--- src/sv/gdfo_pkg.sv ---
// ----------------------------------------------------------------------------
// gdfo_pkg
// Shared constants, types and the lowest-set-bit search used by the
// depth-first order block.
// ----------------------------------------------------------------------------
package gdfo_pkg;

  localparam int MAX_VERTICES = 32;
  localparam int FIELD_CAP    = 32;
  localparam int VERTEX_CAP   = (MAX_VERTICES < FIELD_CAP) ? MAX_VERTICES : FIELD_CAP;
  localparam int IDX_W        = $clog2(MAX_VERTICES);
  localparam int CNT_W        = $clog2(MAX_VERTICES + 1);
  localparam int VERTEX_W     = 5;
  localparam int COUNT_W      = 6;
  localparam logic [COUNT_W-1:0] COUNT_RESET = COUNT_W'(32);

  localparam logic KIND_ADD      = 1'b0;
  localparam logic KIND_TRAVERSE = 1'b1;

  typedef logic [MAX_VERTICES-1:0] row_t;
  typedef logic [IDX_W-1:0]        idx_t;
  typedef logic [CNT_W-1:0]        cnt_t;

  typedef enum logic [2:0] {
    ST_IDLE,
    ST_ADD_WR,
    ST_RESTART,
    ST_EXPAND,
    ST_POP_WAIT
  } walk_state_t;

  // adjacency memory request
  typedef struct packed {
    logic rd_en;
    idx_t rd_addr;
    logic wr_en;
    idx_t wr_addr;
    row_t wr_data;
  } adj_req_t;

  // walk stack request
  typedef struct packed {
    logic rd_en;
    idx_t rd_addr;
    logic wr_en;
    idx_t wr_addr;
    idx_t wr_data;
  } stk_req_t;

  typedef struct packed {
    logic found;
    idx_t idx;
  } bit_pos_t;

  function automatic bit_pos_t lowest_bit(input row_t bits);
    bit_pos_t res;
    res.found = 1'b0;
    res.idx   = '0;
    for (int i = MAX_VERTICES - 1; i >= 0; i--) begin
      if (bits[i]) begin
        res.found = 1'b1;
        res.idx   = IDX_W'(i);
      end
    end
    return res;
  endfunction

endpackage

--- src/sv/gdfo_adj_mem.sv ---
// ----------------------------------------------------------------------------
// gdfo_adj_mem
// Adjacency bit matrix, one row per source vertex. Row valid bits cleared at
// reset make an unwritten row read as all zero.
// ----------------------------------------------------------------------------
module gdfo_adj_mem (
  input  logic              clk,
  input  logic              rst,
  input  gdfo_pkg::adj_req_t req,
  output gdfo_pkg::row_t    rd_row
);

  gdfo_pkg::row_t mem [gdfo_pkg::MAX_VERTICES];
  logic [gdfo_pkg::MAX_VERTICES-1:0] row_valid;
  gdfo_pkg::row_t rd_data;
  logic           rd_valid;

  always_ff @(posedge clk) begin
    if (req.wr_en) begin
      mem[req.wr_addr] <= req.wr_data;
    end
    if (req.rd_en) begin
      rd_data <= mem[req.rd_addr];
    end
  end

  always_ff @(posedge clk) begin
    if (rst) begin
      row_valid <= '0;
      rd_valid  <= 1'b0;
    end else begin
      if (req.wr_en) begin
        row_valid[req.wr_addr] <= 1'b1;
      end
      if (req.rd_en) begin
        rd_valid <= row_valid[req.rd_addr];
      end
    end
  end

  assign rd_row = rd_valid ? rd_data : '0;

endmodule

--- src/sv/gdfo_stack_mem.sv ---
// ----------------------------------------------------------------------------
// gdfo_stack_mem
// Walk stack storage: one write port, one registered read port.
// ----------------------------------------------------------------------------
module gdfo_stack_mem (
  input  logic               clk,
  input  gdfo_pkg::stk_req_t req,
  output gdfo_pkg::idx_t     rd_data
);

  gdfo_pkg::idx_t mem [gdfo_pkg::MAX_VERTICES];

  always_ff @(posedge clk) begin
    if (req.wr_en) begin
      mem[req.wr_addr] <= req.wr_data;
    end
    if (req.rd_en) begin
      rd_data <= mem[req.rd_addr];
    end
  end

endmodule

--- src/sv/graph_depth_first_order.sv ---
// ----------------------------------------------------------------------------
// graph_depth_first_order
// Depth-first preorder of a small directed graph held as a bit matrix.
// ----------------------------------------------------------------------------
// Input channel (in_valid / in_stall): kind 0 adds the edge src_vertex ->
// dst_vertex, kind 1 runs a traversal. An add reads the source row from the
// adjacency memory, then writes it back with the new bit set.
// Edges naming a vertex at or beyond vertex_count are dropped.
// A traversal emits one word per vertex in use on the output channel
// (out_valid / out_stall), visited_vertex in depth-first order and last set
// on the final word. Each vertex costs one push, its row read overlapping the
// next step, and each backtrack reads the entry below from the walk stack unless
// the stack empties, so a walk is paced by the adjacency memory reads and the
// registered read of the stack.
// in_stall stays high until the walk or the write-back finishes.
// A stalled output word holds; the walk pauses at the next emission until
// the output register frees up.
// Configuration (cfg_valid / cfg_ready / cfg_data) writes vertex_count; write
// it only while idle. Reset clears the matrix and sets vertex_count to 32.
// ----------------------------------------------------------------------------
module graph_depth_first_order (
  input  logic       clk,
  input  logic       rst,
  input  logic       in_valid,
  output logic       in_stall,
  input  logic       kind,
  input  logic [4:0] src_vertex,
  input  logic [4:0] dst_vertex,
  output logic       out_valid,
  input  logic       out_stall,
  output logic [4:0] visited_vertex,
  output logic       last,
  input  logic       cfg_valid,
  output logic       cfg_ready,
  input  logic [5:0] cfg_data
);

  gdfo_pkg::walk_state_t state, state_next;

  logic [gdfo_pkg::COUNT_W-1:0] vertex_count;
  gdfo_pkg::cnt_t  n_act;
  gdfo_pkg::row_t  used;
  gdfo_pkg::row_t  visited, visited_next;
  gdfo_pkg::cnt_t  depth, depth_next;
  gdfo_pkg::cnt_t  emitted, emitted_next;
  gdfo_pkg::idx_t  add_src, add_dst;
  gdfo_pkg::row_t  adj_row;
  gdfo_pkg::idx_t  stk_top;
  gdfo_pkg::adj_req_t adj_req;
  gdfo_pkg::stk_req_t stk_req;
  gdfo_pkg::row_t  search_in;
  gdfo_pkg::bit_pos_t hit;
  logic            emit_ok;
  logic            emit;
  gdfo_pkg::idx_t  emit_idx;
  logic            emit_last;
  logic            edge_ok;

  gdfo_adj_mem u_adj (
    .clk    (clk),
    .rst    (rst),
    .req    (adj_req),
    .rd_row (adj_row)
  );

  gdfo_stack_mem u_stack (
    .clk     (clk),
    .req     (stk_req),
    .rd_data (stk_top)
  );

  assign cfg_ready = 1'b1;

  always_ff @(posedge clk) begin
    if (rst) begin
      vertex_count <= gdfo_pkg::COUNT_RESET;
    end else if (cfg_valid && cfg_ready) begin
      vertex_count <= cfg_data;
    end
  end

  // saturate the count to what the matrix and the result field can name
  always_comb begin
    if (gdfo_pkg::COUNT_W'(vertex_count) > gdfo_pkg::COUNT_W'(gdfo_pkg::VERTEX_CAP)) begin
      n_act = gdfo_pkg::CNT_W'(gdfo_pkg::VERTEX_CAP);
    end else begin
      n_act = gdfo_pkg::CNT_W'(vertex_count);
    end
    for (int i = 0; i < gdfo_pkg::MAX_VERTICES; i++) begin
      used[i] = gdfo_pkg::CNT_W'(i) < n_act;
    end
  end

  assign in_stall = (state != gdfo_pkg::ST_IDLE);
  assign emit_ok  = !out_valid || !out_stall;
  assign edge_ok  = ({1'b0, src_vertex} < 6'(n_act)) && ({1'b0, dst_vertex} < 6'(n_act));

  assign search_in = (state == gdfo_pkg::ST_RESTART) ? (~visited & used)
                                                     : (adj_row & ~visited & used);
  assign hit = gdfo_pkg::lowest_bit(search_in);

  always_comb begin
    state_next   = state;
    visited_next = visited;
    depth_next   = depth;
    emitted_next = emitted;
    emit         = 1'b0;
    emit_idx     = hit.idx;
    emit_last    = (emitted + gdfo_pkg::CNT_W'(1)) == n_act;
    adj_req      = '0;
    stk_req      = '0;

    unique case (state)
      gdfo_pkg::ST_IDLE: begin
        // start the row read at accept so the write-back lands next cycle
        adj_req.rd_en   = in_valid && (kind == gdfo_pkg::KIND_ADD);
        adj_req.rd_addr = gdfo_pkg::IDX_W'(src_vertex);
        if (in_valid) begin
          if (kind == gdfo_pkg::KIND_ADD) begin
            if (edge_ok) begin
              state_next = gdfo_pkg::ST_ADD_WR;
            end
          end else begin
            visited_next = '0;
            depth_next   = '0;
            emitted_next = '0;
            if (n_act != '0) begin
              state_next = gdfo_pkg::ST_RESTART;
            end
          end
        end
      end

      gdfo_pkg::ST_ADD_WR: begin
        adj_req.wr_en   = 1'b1;
        adj_req.wr_addr = add_src;
        adj_req.wr_data = adj_row | (gdfo_pkg::row_t'(1) << add_dst);
        state_next      = gdfo_pkg::ST_IDLE;
      end

      gdfo_pkg::ST_RESTART, gdfo_pkg::ST_EXPAND: begin
        if (hit.found && (depth < gdfo_pkg::CNT_W'(gdfo_pkg::MAX_VERTICES))) begin
          // push the next vertex once the output slot frees up
          if (emit_ok) begin
            emit             = 1'b1;
            visited_next     = visited | (gdfo_pkg::row_t'(1) << hit.idx);
            depth_next       = depth + gdfo_pkg::CNT_W'(1);
            emitted_next     = emitted + gdfo_pkg::CNT_W'(1);
            stk_req.wr_en    = 1'b1;
            stk_req.wr_addr  = depth[gdfo_pkg::IDX_W-1:0];
            stk_req.wr_data  = hit.idx;
            adj_req.rd_en    = 1'b1;
            adj_req.rd_addr  = hit.idx;
            state_next       = emit_last ? gdfo_pkg::ST_IDLE : gdfo_pkg::ST_EXPAND;
          end
        end else if (state == gdfo_pkg::ST_EXPAND) begin
          // backtrack: drop the top, fetch the entry below it if there is one
          depth_next = depth - gdfo_pkg::CNT_W'(1);
          if (depth == gdfo_pkg::CNT_W'(1)) begin
            state_next = gdfo_pkg::ST_RESTART;
          end else begin
            stk_req.rd_en   = 1'b1;
            stk_req.rd_addr = gdfo_pkg::IDX_W'(depth - gdfo_pkg::CNT_W'(2));
            state_next      = gdfo_pkg::ST_POP_WAIT;
          end
        end else begin
          state_next = gdfo_pkg::ST_IDLE;
        end
      end

      gdfo_pkg::ST_POP_WAIT: begin
        adj_req.rd_en   = 1'b1;
        adj_req.rd_addr = stk_top;
        state_next      = gdfo_pkg::ST_EXPAND;
      end

      default: begin
        state_next = gdfo_pkg::ST_IDLE;
      end
    endcase
  end

  always_ff @(posedge clk) begin
    if (rst) begin
      state   <= gdfo_pkg::ST_IDLE;
      visited <= '0;
      depth   <= '0;
      emitted <= '0;
    end else begin
      state   <= state_next;
      visited <= visited_next;
      depth   <= depth_next;
      emitted <= emitted_next;
    end
  end

  always_ff @(posedge clk) begin
    if (state == gdfo_pkg::ST_IDLE && in_valid) begin
      add_src <= gdfo_pkg::IDX_W'(src_vertex);
      add_dst <= gdfo_pkg::IDX_W'(dst_vertex);
    end
  end

  always_ff @(posedge clk) begin
    if (rst) begin
      out_valid <= 1'b0;
    end else if (emit) begin
      out_valid <= 1'b1;
    end else if (!out_stall) begin
      out_valid <= 1'b0;
    end
  end

  always_ff @(posedge clk) begin
    if (emit) begin
      visited_vertex <= gdfo_pkg::VERTEX_W'(emit_idx);
      last           <= emit_last;
    end
  end

  a_depth_bound: assert property (@(posedge clk) disable iff (rst)
    depth <= gdfo_pkg::CNT_W'(gdfo_pkg::MAX_VERTICES))
    else $error("walk stack depth beyond capacity");

  a_expand_nonempty: assert property (@(posedge clk) disable iff (rst)
    (state == gdfo_pkg::ST_EXPAND || state == gdfo_pkg::ST_POP_WAIT) |-> depth != '0)
    else $error("expanding with an empty stack");

  a_emit_count: assert property (@(posedge clk) disable iff (rst)
    (state == gdfo_pkg::ST_RESTART || state == gdfo_pkg::ST_EXPAND) |-> emitted < n_act)
    else $error("walk running after all vertices emitted");

  a_last_ends_walk: assert property (@(posedge clk) disable iff (rst)
    (emit && emit_last) |=> (state == gdfo_pkg::ST_IDLE && out_valid && last))
    else $error("final word did not end the walk");

endmodule
--- config.mk ---
export PLATFORM = sky130hd
export DESIGN_NAME = graph_depth_first_order
export DESIGN_NICKNAME = d
export VERILOG_FILES = /design/src/sv/gdfo_pkg.sv /design/src/sv/gdfo_adj_mem.sv /design/src/sv/gdfo_stack_mem.sv /design/src/sv/graph_depth_first_order.sv
export SDC_FILE = /design/constraint.sdc
export NUM_CORES = 2
export LEC_CHECK = 0
export BUFFER_PORTS_ARGS = -buffer_cell sky130_fd_sc_hd__buf_2
export CORE_UTILIZATION = 55
export CTS_BUF_LIST = sky130_fd_sc_hd__clkbuf_16
export CTS_CLUSTER_SIZE = 30
export DETAILED_ROUTE_END_ITERATION = 8
export GPL_TIMING_DRIVEN = 0
export HOLD_SLACK_MARGIN = 0.02
export PLACE_DENSITY_LB_ADDON = 0.15
export SLEW_MARGIN = 20
export SYNTH_ARGS = -nofsm -noshare
export SYNTH_HDL_FRONTEND = slang
export SYNTH_SLANG_ARGS = --single-unit
--- constraint.sdc ---
create_clock -name clk -period 6.8 [get_ports clk]
set_input_delay 1.02 -clock clk [delete_from_list [all_inputs] [get_ports clk]]
set_output_delay 1.02 -clock clk [all_outputs]
set_load 0.05 [all_outputs]
==> qor.yml <==
sta:
  slew_violations: 0
  post-route-period-util: 1.00
  fin_worst_skew_ns: 0.0382
  setup_viol: 2
  rsz0062_at_grt: "no"
  max_slew_margin: 0.156
  fmax_mhz: 147
  worst_pin_slew_ns: 1.27
  final_hold_viol_count: 0
  period_minus_slack_ns: 6.82
  setup_ws_ns: -0.0200
detailed_routing:
  vias_per_cell: 6.29
  wl_per_cell_um: 27.7
  drtAntennaViolNets: 0
  detailedRoute.firstIterationViolations: 5512
  vias: 37117
  wl_met2_mm: 73.4
  top_layer: "met5"
  met3_length_mm: 20.2
  dr.pass1.iters: 8
  wl_met1_mm: 62.2
  wirelength_mm: 163
  drc_errors: 0
run_status:
  violations: "negative setup slack"
  status: "finished, violations left"
finish:
  final_cell_area_um2: 61700
  final_nets: 4566
  syn_to_final_growth_pct: 15.9
  final_common_cell: "edfxtp_1"
  fillCellCount: 6918
  drive_gt1_frac: 0.104
  final_cell_mix: "edfxtp_1 (1237), nand2_1 (1138), nand3_1 (610)"
logic_synthesis:
  ys_top_cells_by_area: "edfxtp_1 (70%), nand2_1 (8.0%), nand3_1 (5.7%)"
  synth-main-ff-cell: "edfxtp_1"
  ys_types: 84
  synth-seq-cells: 1324
  synth_edf_count: 1237
  ys_warn_count: 0
  synth_area_per_cell_um2: 12.5
  syn-num-nets: 4315
  synthCells: 4278
  synthArstFlopShare: 0
  synth_top_cell_area_share: 0.697
  synth_top_cell_by_area: "edfxtp_1"
  syn_area_um2: 53300
  ys_seq_area_frac: 0.730
global_route:
  antenna_found_initial: 4
  grt_max_degree: 33
  grt_pass1_wl_mm: 235
  grt_pass1_vias: 35331
  grt_use_total: 0.333
  grt-ovfl-total: 0
clock_network:
  cts_resized: 0
  clock_latency_ns: 0.77
  htree_levels: 4
  cts_made_buffers: 136
  cts_buffer_depth: 3
  clk_pin_slew_ns: 0.07
  cts_tree: "done"
  clockRootBuffer: "clkbuf_16"
  numClockSinks: 1324
  hold_buffers: 0
  post_cts_buffers: 0
place:
  dpl-instance-area_um2: 57500
  port_buffers: 27
  hpwl_mm: 113
  pre_cts_ws_ns: 0.127
  gp_congestion: 0.962
worst_setup_path:
  arrival_ns: 7.29
  critPathMaxFanout: 10
  crit_required_ns: 7.27
  worstSetupStartpointType: "register"
  worstPathCellList: "buf_2 -> buf_2 -> clkbuf_1 -> nand2_1 -> a221o_1 -> nand4_1 -> nand3_1 -> o311ai_1 -> a31oi_2 -> a21oi_4 -> buf_2 -> clkbuf_1 -> nand2_1 -> nand3_1 -> nand4_1 -> nor4_1"
  crit_top_cell: "buf_2"
  cpPeakStageDelay_ns: 0.99
  crit_type: "reg2reg"
  end_kind: "register"
  cp_slowest_cell: "clkbuf_1"
floorplan:
  fp-row-count: 113
  dieArea_um2: 98100
  die_x_um: 313
  core_area_um2: 95400
  ios: 31
  fp.dieH_um: 313
  start_util: 0.558
power:
  p_per_area_nw_per_um2: 304
  p_leak_nw: 20.7
  peakVddDrop_mv: 0.245
job:
  maxCapViolCount: 0
hold_path:
  hold_class: "in2reg"
==> registers in the layout, indices dropped and copies added, names as in the netlist, 6 cells and up <==
register	count
depth	6
emitted	6
u_adj.mem	1024
u_adj.rd_data	32
u_adj.row_valid	32
u_stack.mem	160
vertex_count	6
visited	32
==> per-stage QoR <==
step,hold slack [ns],setup TNS [ns],power [mW],util,std cells
4_1_cts,0.442,0,18.7,0.647,5900
6_report,0.464,-0.0336,18.7,0.647,5903
2_1_floorplan,0.430,0,10.6,-,4278
5_1_grt,0.456,0,19.2,0.647,5901
3_3_place_gp,0.448,-72.65,11.6,0.576,5570
3_5_place_dp,0.458,0,11.7,0.602,5656
==> layer usage <==
| metal | up-vias | global-route usage |
|---|---|---|
| li1 | 16183 | - |
| met3 | 464 | 0.0832 |
| met5 | - | 0 |
| met1 | 18045 | 0.457 |
| met2 | 2423 | 0.506 |
| met4 | 2 | 0.149 |
==> cell usage after synthesis, types with 10 or more instances <==
master / instances
nor2_1: 226
a21oi_1: 101
ha_1: 15
nor3_1: 27
buf_1: 18
a211oi_1: 15
o22ai_1: 13
nor3_2: 12
a22o_1: 11
clkbuf_1: 152
nand4_1: 130
edfxtp_1: 1237
nand3_1: 610
mux2i_1: 63
xnor2_1: 10
buf_2: 70
a41oi_1: 11
o21ai_0: 58
nand2_1: 1139
or3_1: 11
nor4_1: 41
inv_1: 18
a221oi_1: 17
dfxtp_1: 87
==> report_power, final <==
group / switching, mW / internal (mW) / total, mW
clock network: 3.09 / 4.01 / 7.10
registers: 0.0671 / 9.00 / 9.06
logic: 1.94 / 0.627 / 2.57
==> cell families after synthesis <==
group	Yosys count	synth area share
AOI/OAI and AO/OA	326	0.0411
xor gates and xnor gates	13	0.00214
adders and majority gates	15	0.00352
buffers and inverters	272	0.0216
DFF	1324	0.730
muxes	67	0.0129
other	1	0.0000704
and+or+nand+nor	2260	0.189
==> cell type report <==
type                    count  area (um^2)  area share
repair buffers            113         2000      0.0325
diodes                      3         7.51    0.000122
well taps                1265         1580      0.0256
clock inverters           103          682      0.0110
plain buffers             250         1070      0.0174
clock buffers             141         3530      0.0572
flip-flops and latches   1324        38900       0.630
inverters                  22         85.1     0.00138
multi-input cells        2682        13900       0.225
==> final timing paths <==
kind	startpoint	endpoint	slack [ns]	cells past startpoint
setup / recovery	u_adj.rd_valid	u_adj.rd_data[9]	-0.02	16
hold / removal	dst_vertex[0]	add_dst[0]	0.46	1
setup reg to reg	u_adj.rd_valid	u_adj.rd_data[9]	-0.02	16
hold reg to reg	u_adj.row_valid[0]	u_adj.row_valid[0]	0.47	1
==> critical path: cells and delay by family (launching register included) <==
kind	cells	cell delay, ns
and+or+nand+nor	7	1.85
buffers and inverters	5	2.95
AOI/OAI and AO/OA	4	1.41
DFF	1	0.32
Note: power is estimated with default switching activity, not from simulation.
